$ cat src/sbt_pkg.sv
package sbt_pkg;

   // event kinds
   localparam logic [3:0] KIND_LPAREN   = 4'd0;
   localparam logic [3:0] KIND_RPAREN   = 4'd1;
   localparam logic [3:0] KIND_STR_BYTE = 4'd2;
   localparam logic [3:0] KIND_STR_END  = 4'd3;
   localparam logic [3:0] KIND_ATOM_BYTE = 4'd4;
   localparam logic [3:0] KIND_ATOM_END = 4'd5;
   localparam logic [3:0] KIND_INTEGER  = 4'd6;
   localparam logic [3:0] KIND_DECIMAL  = 4'd7;
   localparam logic [3:0] KIND_ERROR    = 4'd8;
   localparam logic [3:0] KIND_TEXT_END = 4'd9;

   // error codes
   localparam logic [1:0] ERR_NONE     = 2'd0;
   localparam logic [1:0] ERR_OVERFLOW = 2'd1;
   localparam logic [1:0] ERR_ESCAPE   = 2'd2;
   localparam logic [1:0] ERR_UNTERM   = 2'd3;

   // characters of interest
   localparam logic [7:0] CH_SPACE  = 8'h20;
   localparam logic [7:0] CH_LF     = 8'h0A;
   localparam logic [7:0] CH_TAB    = 8'h09;
   localparam logic [7:0] CH_SEMI   = 8'h3B;
   localparam logic [7:0] CH_LPAREN = 8'h28;
   localparam logic [7:0] CH_RPAREN = 8'h29;
   localparam logic [7:0] CH_QUOTE  = 8'h22;
   localparam logic [7:0] CH_BSLASH = 8'h5C;
   localparam logic [7:0] CH_DOT    = 8'h2E;
   localparam logic [7:0] CH_MINUS  = 8'h2D;
   localparam logic [7:0] CH_N      = 8'h6E;
   localparam logic [7:0] CH_ZERO   = 8'h30;
   localparam logic [7:0] CH_NINE   = 8'h39;

   localparam int MAX_EVENTS = 3;

   typedef struct packed {
      logic [3:0]  kind;
      logic [7:0]  data;
      logic        neg;
      logic [62:0] mag;
      logic [59:0] frac;
      logic [4:0]  fdig;
      logic [1:0]  err;
   } event_type;

   // events produced by one input word
   typedef struct packed {
      event_type [MAX_EVENTS-1:0] ev;
      logic [1:0]                 count;
   } lex_out_type;

   function automatic event_type mk_event(input logic [3:0] kind, input logic [7:0] data,
                                          input logic neg, input logic [62:0] mag,
                                          input logic [59:0] frac, input logic [4:0] fdig,
                                          input logic [1:0] err);
      event_type e;
      e.kind = kind;
      e.data = data;
      e.neg  = neg;
      e.mag  = mag;
      e.frac = frac;
      e.fdig = fdig;
      e.err  = err;
      return e;
   endfunction

   function automatic event_type simple_event(input logic [3:0] kind, input logic [7:0] data,
                                              input logic [1:0] err);
      return mk_event(kind, data, 1'b0, 63'd0, 60'd0, 5'd0, err);
   endfunction

endpackage

$ cat src/sexpr_byte_tokenizer.sv
// Channel  Ports                               Direction
// -------  ----------------------------------  ---------
// req      req_valid/req_stall, in_byte, eot   in
// rsp      rsp_valid/rsp_stall, event fields   out
//
// Each input word is registered, lexed combinationally into zero to three
// events, and the events leave one per cycle, unless rsp_stall holds them,
// from a small event buffer. A word with at most one event sustains one word
// per cycle; a word with more events holds the input until its last leaves.
// Synchronous active-high reset returns the lexer to idle between tokens.
// rsp_stall holds the buffer and, once it is full, backs up into req_stall.
module sexpr_byte_tokenizer #(
   parameter int MAX_FRAC_DIGITS = 18
) (
   input  logic        clock,
   input  logic        reset,
   input  logic        req_valid,
   output logic        req_stall,
   input  logic [7:0]  req_in_byte,
   input  logic        req_end_of_text,
   output logic        rsp_valid,
   input  logic        rsp_stall,
   output logic [3:0]  rsp_event_kind,
   output logic [7:0]  rsp_data_byte,
   output logic        rsp_is_negative,
   output logic [62:0] rsp_int_magnitude,
   output logic [59:0] rsp_frac_value,
   output logic [4:0]  rsp_frac_digits,
   output logic [1:0]  rsp_error_code,
   output logic        rsp_last
);

   logic       item_valid_ff, item_valid_in;
   logic [7:0] byte_ff;
   logic       eot_ff;
   logic       buf_ready, consume, accept;

   sbt_pkg::lex_out_type lex_out;
   sbt_pkg::event_type   out_event;

   assign consume   = item_valid_ff && buf_ready;
   assign req_stall = item_valid_ff && !consume;
   assign accept    = req_valid && !req_stall;

   // input word register
   always_comb begin
      item_valid_in = item_valid_ff;
      if (accept) item_valid_in = 1'b1;
      else if (consume) item_valid_in = 1'b0;
   end

   always_ff @(posedge clock) begin
      if (reset) item_valid_ff <= 1'b0;
      else item_valid_ff <= item_valid_in;
   end

   always_ff @(posedge clock) begin
      if (accept) begin
         byte_ff <= req_in_byte;
         eot_ff  <= req_end_of_text;
      end
   end

   sbt_lexer #(
      .MAX_FRAC_DIGITS(MAX_FRAC_DIGITS)
   ) u_lexer (
      .clock      (clock),
      .reset      (reset),
      .step       (consume),
      .in_byte    (byte_ff),
      .end_of_text(eot_ff),
      .lex_out    (lex_out)
   );

   sbt_evbuf u_evbuf (
      .clock    (clock),
      .reset    (reset),
      .load     (consume),
      .lex_out  (lex_out),
      .ready    (buf_ready),
      .out_valid(rsp_valid),
      .out_stall(rsp_stall),
      .out_event(out_event),
      .out_last (rsp_last)
   );

   assign rsp_event_kind    = out_event.kind;
   assign rsp_data_byte     = out_event.data;
   assign rsp_is_negative   = out_event.neg;
   assign rsp_int_magnitude = out_event.mag;
   assign rsp_frac_value    = out_event.frac;
   assign rsp_frac_digits   = out_event.fdig;
   assign rsp_error_code    = out_event.err;

endmodule

$ cat src/sbt_lexer.sv
module sbt_lexer #(
   parameter int MAX_FRAC_DIGITS = 18
) (
   input  logic                 clock,
   input  logic                 reset,
   input  logic                 step,
   input  logic [7:0]           in_byte,
   input  logic                 end_of_text,
   output sbt_pkg::lex_out_type lex_out
);

   localparam logic [2:0] MODE_IDLE    = 3'd0;
   localparam logic [2:0] MODE_COMMENT = 3'd1;
   localparam logic [2:0] MODE_STRING  = 3'd2;
   localparam logic [2:0] MODE_ATOM    = 3'd3;
   localparam logic [2:0] MODE_MINUS   = 3'd4;
   localparam logic [2:0] MODE_INT     = 3'd5;
   localparam logic [2:0] MODE_FRAC    = 3'd6;
   localparam logic [2:0] MODE_SKIP    = 3'd7;

   logic [2:0]  mode_ff, mode_in;
   logic        esc_ff, esc_in;
   logic        neg_ff, neg_in;
   logic [62:0] int_ff, int_in;
   logic [59:0] frac_ff, frac_in;
   logic [4:0]  fcnt_ff, fcnt_in;

   logic                  is_numeral, is_blank, is_delim;
   logic [3:0]            digit;
   logic [67:0]           int_ext, int_mul;
   logic                  int_fits;
   logic [59:0]           frac_mul;
   sbt_pkg::event_type    num_ev;
   sbt_pkg::event_type [sbt_pkg::MAX_EVENTS-1:0] ev;
   logic [1:0]            n;
   logic                  do_start, do_atom;

   // byte classes
   assign is_numeral = in_byte inside {[sbt_pkg::CH_ZERO:sbt_pkg::CH_NINE]};
   assign is_blank = in_byte inside {sbt_pkg::CH_SPACE, sbt_pkg::CH_LF, sbt_pkg::CH_TAB};
   assign is_delim = is_blank || in_byte inside {sbt_pkg::CH_LPAREN, sbt_pkg::CH_RPAREN};
   assign digit    = in_byte[3:0];

   // accumulate times ten plus digit; overflow when the result leaves 63 bits
   assign int_ext  = {5'd0, int_ff};
   assign int_mul  = (int_ext << 3) + (int_ext << 1) + 68'(digit);
   assign int_fits = (int_mul[67:63] == 5'd0);
   assign frac_mul = (frac_ff << 3) + (frac_ff << 1) + 60'(digit);

   // closing event of an open number
   always_comb begin
      if (mode_ff == MODE_INT) begin
         num_ev = sbt_pkg::mk_event(sbt_pkg::KIND_INTEGER, 8'd0, neg_ff, int_ff,
                                    60'd0, 5'd0, sbt_pkg::ERR_NONE);
      end else begin
         num_ev = sbt_pkg::mk_event(sbt_pkg::KIND_DECIMAL, 8'd0, neg_ff, int_ff,
                                    frac_ff, fcnt_ff, sbt_pkg::ERR_NONE);
      end
   end

   // next state and event list
   always_comb begin
      mode_in  = mode_ff;
      esc_in   = esc_ff;
      neg_in   = neg_ff;
      int_in   = int_ff;
      frac_in  = frac_ff;
      fcnt_in  = fcnt_ff;
      ev       = '0;
      n        = 2'd0;
      do_start = 1'b0;
      do_atom  = 1'b0;
      if (end_of_text) begin
         case (mode_ff)
            MODE_ATOM: begin
               ev[n] = sbt_pkg::simple_event(sbt_pkg::KIND_ATOM_END, 8'd0, sbt_pkg::ERR_NONE);
               n = n + 2'd1;
            end
            MODE_MINUS: begin
               ev[n] = sbt_pkg::simple_event(sbt_pkg::KIND_ATOM_BYTE, sbt_pkg::CH_MINUS,
                                             sbt_pkg::ERR_NONE);
               n = n + 2'd1;
               ev[n] = sbt_pkg::simple_event(sbt_pkg::KIND_ATOM_END, 8'd0, sbt_pkg::ERR_NONE);
               n = n + 2'd1;
            end
            MODE_INT, MODE_FRAC: begin
               ev[n] = num_ev;
               n = n + 2'd1;
            end
            MODE_STRING: begin
               ev[n] = sbt_pkg::simple_event(sbt_pkg::KIND_ERROR, 8'd0, sbt_pkg::ERR_UNTERM);
               n = n + 2'd1;
            end
            default: begin
            end
         endcase
         ev[n] = sbt_pkg::simple_event(sbt_pkg::KIND_TEXT_END, 8'd0, sbt_pkg::ERR_NONE);
         n = n + 2'd1;
         mode_in = MODE_IDLE;
         esc_in  = 1'b0;
         neg_in  = 1'b0;
         int_in  = '0;
         frac_in = '0;
         fcnt_in = '0;
      end else begin
         case (mode_ff)
            MODE_COMMENT: begin
               if (in_byte == sbt_pkg::CH_LF) mode_in = MODE_IDLE;
            end
            MODE_STRING: begin
               if (in_byte == sbt_pkg::CH_QUOTE) begin
                  ev[n] = sbt_pkg::simple_event(sbt_pkg::KIND_STR_END, 8'd0, sbt_pkg::ERR_NONE);
                  n = n + 2'd1;
                  esc_in  = 1'b0;
                  mode_in = MODE_IDLE;
               end else if (esc_ff) begin
                  esc_in = 1'b0;
                  if (in_byte == sbt_pkg::CH_BSLASH) begin
                     ev[n] = sbt_pkg::simple_event(sbt_pkg::KIND_STR_BYTE, sbt_pkg::CH_BSLASH,
                                                   sbt_pkg::ERR_NONE);
                  end else if (in_byte == sbt_pkg::CH_N) begin
                     ev[n] = sbt_pkg::simple_event(sbt_pkg::KIND_STR_BYTE, sbt_pkg::CH_LF,
                                                   sbt_pkg::ERR_NONE);
                  end else begin
                     ev[n] = sbt_pkg::simple_event(sbt_pkg::KIND_ERROR, 8'd0,
                                                   sbt_pkg::ERR_ESCAPE);
                  end
                  n = n + 2'd1;
               end else if (in_byte == sbt_pkg::CH_BSLASH) begin
                  esc_in = 1'b1;
               end else begin
                  ev[n] = sbt_pkg::simple_event(sbt_pkg::KIND_STR_BYTE, in_byte,
                                                sbt_pkg::ERR_NONE);
                  n = n + 2'd1;
               end
            end
            MODE_ATOM: begin
               do_atom = 1'b1;
            end
            MODE_MINUS: begin
               if (is_numeral) begin
                  mode_in = MODE_INT;
                  neg_in  = 1'b1;
                  int_in  = 63'(digit);
               end else begin
                  ev[n] = sbt_pkg::simple_event(sbt_pkg::KIND_ATOM_BYTE, sbt_pkg::CH_MINUS,
                                                sbt_pkg::ERR_NONE);
                  n = n + 2'd1;
                  mode_in = MODE_ATOM;
                  do_atom = 1'b1;
               end
            end
            MODE_INT: begin
               if (is_numeral) begin
                  if (int_fits) begin
                     int_in = int_mul[62:0];
                  end else begin
                     ev[n] = sbt_pkg::simple_event(sbt_pkg::KIND_ERROR, 8'd0,
                                                   sbt_pkg::ERR_OVERFLOW);
                     n = n + 2'd1;
                     mode_in = MODE_SKIP;
                  end
               end else if (in_byte == sbt_pkg::CH_DOT) begin
                  mode_in = MODE_FRAC;
                  frac_in = '0;
                  fcnt_in = '0;
               end else begin
                  ev[n] = num_ev;
                  n = n + 2'd1;
                  do_start = 1'b1;
               end
            end
            MODE_FRAC: begin
               if (is_numeral) begin
                  if (fcnt_ff < 5'(MAX_FRAC_DIGITS)) begin
                     frac_in = frac_mul;
                     fcnt_in = fcnt_ff + 5'd1;
                  end
               end else begin
                  ev[n] = num_ev;
                  n = n + 2'd1;
                  do_start = 1'b1;
               end
            end
            MODE_SKIP: begin
               if (!is_numeral && in_byte != sbt_pkg::CH_DOT) do_start = 1'b1;
            end
            default: begin
               do_start = 1'b1;
            end
         endcase

         // byte inside an atom
         if (do_atom) begin
            if (is_delim) begin
               ev[n] = sbt_pkg::simple_event(sbt_pkg::KIND_ATOM_END, 8'd0, sbt_pkg::ERR_NONE);
               n = n + 2'd1;
               mode_in = MODE_IDLE;
               if (in_byte == sbt_pkg::CH_LPAREN) begin
                  ev[n] = sbt_pkg::simple_event(sbt_pkg::KIND_LPAREN, 8'd0, sbt_pkg::ERR_NONE);
                  n = n + 2'd1;
               end else if (in_byte == sbt_pkg::CH_RPAREN) begin
                  ev[n] = sbt_pkg::simple_event(sbt_pkg::KIND_RPAREN, 8'd0, sbt_pkg::ERR_NONE);
                  n = n + 2'd1;
               end
            end else begin
               ev[n] = sbt_pkg::simple_event(sbt_pkg::KIND_ATOM_BYTE, in_byte,
                                             sbt_pkg::ERR_NONE);
               n = n + 2'd1;
            end
         end

         // byte at the start of a token
         if (do_start) begin
            mode_in = MODE_IDLE;
            if (is_blank) begin
               mode_in = MODE_IDLE;
            end else if (in_byte == sbt_pkg::CH_SEMI) begin
               mode_in = MODE_COMMENT;
            end else if (in_byte == sbt_pkg::CH_LPAREN) begin
               ev[n] = sbt_pkg::simple_event(sbt_pkg::KIND_LPAREN, 8'd0, sbt_pkg::ERR_NONE);
               n = n + 2'd1;
            end else if (in_byte == sbt_pkg::CH_RPAREN) begin
               ev[n] = sbt_pkg::simple_event(sbt_pkg::KIND_RPAREN, 8'd0, sbt_pkg::ERR_NONE);
               n = n + 2'd1;
            end else if (in_byte == sbt_pkg::CH_QUOTE) begin
               mode_in = MODE_STRING;
               esc_in  = 1'b0;
            end else if (is_numeral) begin
               mode_in = MODE_INT;
               neg_in  = 1'b0;
               int_in  = 63'(digit);
            end else if (in_byte == sbt_pkg::CH_MINUS) begin
               mode_in = MODE_MINUS;
            end else begin
               mode_in = MODE_ATOM;
               ev[n] = sbt_pkg::simple_event(sbt_pkg::KIND_ATOM_BYTE, in_byte,
                                             sbt_pkg::ERR_NONE);
               n = n + 2'd1;
            end
         end
      end
   end

   assign lex_out.ev    = ev;
   assign lex_out.count = n;

   // lexer state
   always_ff @(posedge clock) begin
      if (reset) begin
         mode_ff <= MODE_IDLE;
         esc_ff  <= 1'b0;
         neg_ff  <= 1'b0;
         int_ff  <= '0;
         frac_ff <= '0;
         fcnt_ff <= '0;
      end else if (step) begin
         mode_ff <= mode_in;
         esc_ff  <= esc_in;
         neg_ff  <= neg_in;
         int_ff  <= int_in;
         frac_ff <= frac_in;
         fcnt_ff <= fcnt_in;
      end
   end

endmodule

$ cat src/sbt_evbuf.sv
module sbt_evbuf (
   input  logic                 clock,
   input  logic                 reset,
   input  logic                 load,
   input  sbt_pkg::lex_out_type lex_out,
   output logic                 ready,
   output logic                 out_valid,
   input  logic                 out_stall,
   output sbt_pkg::event_type   out_event,
   output logic                 out_last
);

   sbt_pkg::event_type [sbt_pkg::MAX_EVENTS-1:0] ev_ff;
   logic [1:0] cnt_ff, cnt_in;
   logic [1:0] rd_ff, rd_in;
   logic       pop;

   assign out_valid = (rd_ff != cnt_ff);
   assign pop       = out_valid && !out_stall;
   assign out_event = ev_ff[rd_ff];
   assign out_last  = (rd_ff == cnt_ff - 2'd1);

   // free for the next word once the last event of this one leaves
   assign ready = !out_valid || (pop && out_last);

   // read pointer and fill count
   always_comb begin
      cnt_in = cnt_ff;
      rd_in  = rd_ff;
      if (load) begin
         cnt_in = lex_out.count;
         rd_in  = 2'd0;
      end else if (pop) begin
         rd_in = rd_ff + 2'd1;
      end
   end

   always_ff @(posedge clock) begin
      if (reset) begin
         cnt_ff <= 2'd0;
         rd_ff  <= 2'd0;
      end else begin
         cnt_ff <= cnt_in;
         rd_ff  <= rd_in;
      end
   end

   // event storage
   always_ff @(posedge clock) begin
      if (load) ev_ff <= lex_out.ev;
   end

endmodule
$ cat config.mk
export PLATFORM = sky130hd
export DESIGN_NAME = sexpr_byte_tokenizer
export DESIGN_NICKNAME = d
export VERILOG_FILES = /design/src/sbt_pkg.sv /design/src/sexpr_byte_tokenizer.sv /design/src/sbt_lexer.sv /design/src/sbt_evbuf.sv
export SDC_FILE = /design/constraint.sdc
export NUM_CORES = 1
export LEC_CHECK = 0
export BUFFER_PORTS_ARGS = -buffer_cell sky130_fd_sc_hd__buf_2
export CORE_MARGIN = 1.5
export CORE_UTILIZATION = 35
export DETAILED_ROUTE_END_ITERATION = 6
export PLACE_DENSITY = 0.58
export SLEW_MARGIN = 5
export SYNTH_ARGS = -nofsm -noshare
export SYNTH_HDL_FRONTEND = slang
export SYNTH_SLANG_ARGS = --single-unit
$ cat constraint.sdc
create_clock -name clock -period 7.91 [get_ports clock]
set_clock_uncertainty 0.15 [all_clocks]
set_input_delay 0.3955 -clock clock [delete_from_list [all_inputs] [get_ports clock]]
set_output_delay 0.3955 -clock clock [all_outputs]
set_load 0.05 [all_outputs]
---- Yosys cells after proc, flatten, opt, wreduce, memory -nomap -nowiden ----
Index checks and enable logic that the tools add are counted.
Widths: inputs -> output; s select.
storage, ports and cells
  word-level logic and storage cells ...... 266
  flip-flop bits (word level) ............. 576
  output and inout port bits .............. 146
operators by class
  add/subtract/negate cells ............... 11
  reductions and logical operators ........ 29
  bitwise operators ....................... 16
  equality and inequality tests ........... 25
  multiplexer cells ....................... 141
  $lt $le $gt $ge ......................... 12
operators by type and width
  cell               count
  $mux 429           14
  $mux 143           16
  $demux 143 s2      4
  $pmux 143 s4       2
  $and 429x429->429  2
  $bwmux 429         2
  $not 429->429      2
  $and 426x426->426  2
  $not 426->426      2
  $not 423->423      2
  $mux 63            11
  $and 141x423->423  1
  $and 282x423->423  1
  $mux 60            5
  $bmux 143 s2       1
  $mux 142           2
  $mux 141           1
  $mux 140           1
  $pmux 63 s2        1
  $pmux 60 s2        1
  $add 68x4->68      1
  $add 66x64->67     1
  $add 60x4->60      1
  $add 60x60->60     1
  other kinds (41)   157

---- Logic depth before layout (Yosys ltp) ----
  depth in word-level cells ............... 29
  depth in mapped cells ................... 30
  gate-level depth less buffers ........... 28

---- Cells and area by module ----
From an unflattened synthesis, not the netlist that was laid out.
second synthesis, totals
  cell total of the unflattened synthesis .. 3,258
  area, all modules ....................... 34,184.0 µm²
modules (own cells, without submodules)
  module                cells each  area an instance (µm²)  instances  sequential area each (µm²)
  sbt_lexer             2,307       17,683.2                1          2,662.6
  sbt_evbuf             937         16,174.3                1          12,962.4
  sexpr_byte_tokenizer  14          326.6                   1          290.3

---- Worst setup path after synthesis ----
No wires, ideal clock.
  path kind ............................... register -> register
  start ................................... reg u_lexer.int_ff[0]
  end ..................................... reg u_evbuf.ev_ff[124] (netlist name) (data pin)
  stages on the path, launching flop included .. 29
  period minus slack after synthesis ...... 6.960 ns
  path slack .............................. 0.950 ns
  data arrival time ....................... 6.544 ns
  cells stage by stage .................... dfxtp_1 ha_1 inv_1 fa_1 nand2b_1 a21oi_2 a211oi_2 a2111oi_2 o211a_1 or3_1 o211ai_1 or4_4 or3_4 nor4_2 mux2i_1 nand2_1 a31oi_1 inv_1 ha_1 nand2_1 a21oi_1 a21o_1 ha_1 nand2_1 o21ai_1 nor2_1 a32oi_1 clkbuf_1 nor2b_1
RTL lines
  item                    line              text
  from (decl)             sbt_lexer.sv:24   logic [62:0] int_ff, int_in;
  from (signal assigned)  sbt_lexer.sv:261  int_ff <= int_in;
  to (signal assigned)    sbt_evbuf.sv:50   if (load) ev_ff <= lex_out.ev;
  to (decl)               sbt_evbuf.sv:13   sbt_pkg::event_type [sbt_pkg::MAX_EVENTS-1:0] ev_ff;

==> results.md <==
* Vias in the first global route at ~19000
* CTS buffer count at 38
* Fin nets at between 2000 and 3000
* YS warnings at 0
* Gr usage total at 0.198
* Number of max-cap violations at 0
* Initial antenna violation count at 4
* Worst endpoint data arrival time at around 7400 ps
* HPWL Detailed at approximately 50 mm
* Final Max Slew Viols at 0
* Starting DRC count in detailed routing at 1434
* Post-route minimum period at around 7200 ps
* CP Max Fanout at 65
* Routed vias at slightly below 20000
* Synthesized Nets at around 2700
* Avg Inst Size Synth at approximately 9.0 sq um
* Fmax at roughly 0.14 GHz
* Die area at about 66000 sq um
* Slew HR at 0.212
* Post-route ant nets at 0
* Final setup TNS at 0 ps
* TritonCTS clock tree: yes
* Fraction of layout cells with a size suffix above 1 at 0.114
* Post-Syn Instances at approximately 2500
* Worst path required time at 8070 ps
* Die Width at roughly 260 um
* Critical path startpoint category: flop
* Starting Density at 0.353
* Setup-failing EPs final at 0
* Post-Syn Area at 22700 sq um
* Port-buffer cells at 158
* CP peak stage delay at 510 ps
* PnR Total Power at 4.87 mW
* Worst VDD drop at about 0.00014 V
* Tcrit/Tclk final at 0.913
* Layout area overhead at 14.0%
* Grt ovf at 0
* WL per Instance at between 15 and 20 um
* Crit path top cell by count: ha_1
* Kind of critical path: flop to flop
* Hold crit path type: primary input to flop
* Clk_lat worst skew at just under 600 ps
* Fillers at approximately 6500
* Clk sinks at ~310
* Met3 wire len at around 3.2 mm
* # rows at just over 90
* Die Y-Extent at 257 um
* CP Capture Type: flop
* Yosys top cell area share at 0.231
* Synth area leader: edfxtp_1
* H-tree depth at 2
* M1 wire length at around 30 mm
* Largest net degree at the start of global routing at 70
* Root Buffer: clkbuf_16
* Clk buf depth at 3
* Post-synth EDFFs at 174
* Top cells by area, synth: edfxtp_1 (23%), dfxtp_1 (12%), ha_1 (10%), and2_1 (6.5%), xnor2_1 (3.9%)
* Async SR Flop Fraction at 0
* DR pass1 iterations at 6
* Cell area power density at 189 nW/um^2
* Register bit total from synthesis at ~310
* Status: completed
* Gpl congestion at a little over 0.9
* Core outline area at approximately 64000 sq um
* Via-to-Cell Ratio at around 5.5
* Slew @ Worst Pin at 1180 ps
* Top Ports at 159
* Clock transition at path regs at about 60 ps
* Met2 wire length at about 31 mm
* CP max stage cell: o311ai_1
* Fin. Hold Viols at 0
* Sequential area share after synthesis at 0.353
* Pleak at between 10 and 15 nW
* RSZ-0062 raised after global routing: false
* Post-synth top flop: edfxtp_1
* Final wirelength at ~67 mm
* First-pass GRT wire length at between 100 and 150 mm
* Netlist cell types at about 100
* Highest metal used: met5
* Number of remaining DRC errors at 0
[synth_stat cells (all sizes together), types with 22 or more instances]
library cell and number:
and2 239, buf 25, dfxtp 138, o21a 23, xor2 47, clkbuf 85
xnor2 102, or3 25, o211ai 22, a21o 83, a22oi 38, a21oi 171
nand4 28, inv 53, nand3 58, nand2 191, ha 188, a22o 52
nor3 61, o21ai 118, a211oi 23, nor2 186, nand2b 26, edfxtp 174
nor2b 80
[final timing paths]
path	start	to	slack, ps	cells after the start
worst min register to register	u_lexer.frac_ff[59]$_SDFFE_PP0P_	u_lexer.frac_ff[59]$_SDFFE_PP0P_	330	1
worst max-delay path	u_lexer.int_ff[0]$_SDFFE_PP0P_	u_evbuf.ev_ff[24]$_DFFE_PP_	690	30
worst min-delay path	rsp_stall	u_evbuf.rd_ff[0]$_SDFFE_PP0P_	40	4
worst max register to register	u_lexer.int_ff[0]$_SDFFE_PP0P_	u_evbuf.ev_ff[24]$_DFFE_PP_	690	30
[registers in the layout, indices dropped and copies added (netlist names), 2 cells and up]
signal,cells
u_evbuf.rd_ff,2
byte_ff,8
u_lexer.frac_ff,60
u_evbuf.ev_ff,165
u_lexer.fcnt_ff,5
u_lexer.int_ff,63
u_lexer.mode_ff,3
u_evbuf.cnt_ff,2
[critical path, delay by kind of cell, from the launching register on]
family	cells	cell delay (ps)
AOI/OAI and AO/OA	11	2880
and+or+nand+nor	9	1460
adders and majority gates	4	1120
xor gates and xnor gates	1	200
buffers and inverters	4	500
DFF	1	420
muxes	1	210
[cell usage in the layout (no fill, tap or decap), drive strengths merged, types with 18 or more instances in the layout]
cell type | synthesis | routed
clkbuf | 85 | 48
mux2i | 20 | 20
nand3 | 58 | 58
a211oi | 23 | 23
o21ai | 118 | 118
nor2b | 80 | 80
nand2b | 26 | 26
and3 | 21 | 21
a21o | 83 | 83
o21bai | 18 | 18
xnor2 | 102 | 102
ha | 188 | 188
nand4 | 28 | 28
nor2 | 186 | 186
dfxtp | 138 | 138
o211ai | 22 | 22
a22o | 52 | 52
nor4 | 19 | 19
nor3 | 61 | 61
buf | 25 | 191
a21oi | 171 | 171
a22oi | 38 | 38
xor2 | 47 | 47
nand2 | 191 | 191
and2 | 239 | 239
or3 | 25 | 25
inv | 53 | 55
edfxtp | 174 | 174
o21a | 23 | 23
[per-layer routing]
metal | up-vias | track usage
li1 | 9568 | -
met1 | 9258 | 0.264
met2 | 498 | 0.332
met3 | 101 | 0.0281
met4 | 4 | 0.0534
met5 | - | 0
[repair_timing]
action                                 CTS  global route
resized for setup                        0             4
endpoints found under the hold margin   10             0
setup buffers                            0             3
setup endpoints to repair                0           129
hold buffers                            10             0
[area by class of cell]
cell class / instances / area [sq um] / share of cell area
antenna: 1 / 2.50 / 0.0000969
clock buffer: 48 / 1060 / 0.0411
clock inverter: 21 / 269 / 0.0104
inverter: 54 / 208 / 0.00805
multi-input combinational: 2044 / 14000 / 0.544
sequential: 312 / 7990 / 0.309
tap: 855 / 1070 / 0.0414
timing repair buffer: 201 / 1180 / 0.0456
[cell families (layout without fill, tap and decap cells)]
kind of cell	Yosys count	in the layout	share of synthesized area
buffers and inverters	164	324	0.0305
other	0	1	0
muxes	22	22	0.0100
adders and majority gates	192	192	0.107
and+or+nand+nor	978	978	0.229
DFF	312	312	0.353
xor gates and xnor gates	149	149	0.0576
AOI/OAI and AO/OA	703	703	0.213
[through the flow]
stage,worst slack [ps],instances,cell area (sq um),hold slack [ps],util
CTS,491,3531,25700,11.9,0.401
global placement,546,3452,24300,321,0.379
global route,63.0,3536,25800,82.9,0.402
detailed placement,527,3452,24300,311,0.379
floorplan,950,2520,22700,284,-
finish,691,3536,25800,35.5,0.402
[power breakdown]
group	switching [mW]	leakage [nW]	internal (mW)
clock	0.749	0.652	1.10
sequential	0.0444	2.79	1.84
combinational	0.898	7.30	0.240
No activity file was read; power rests on OpenSTA's default activity.
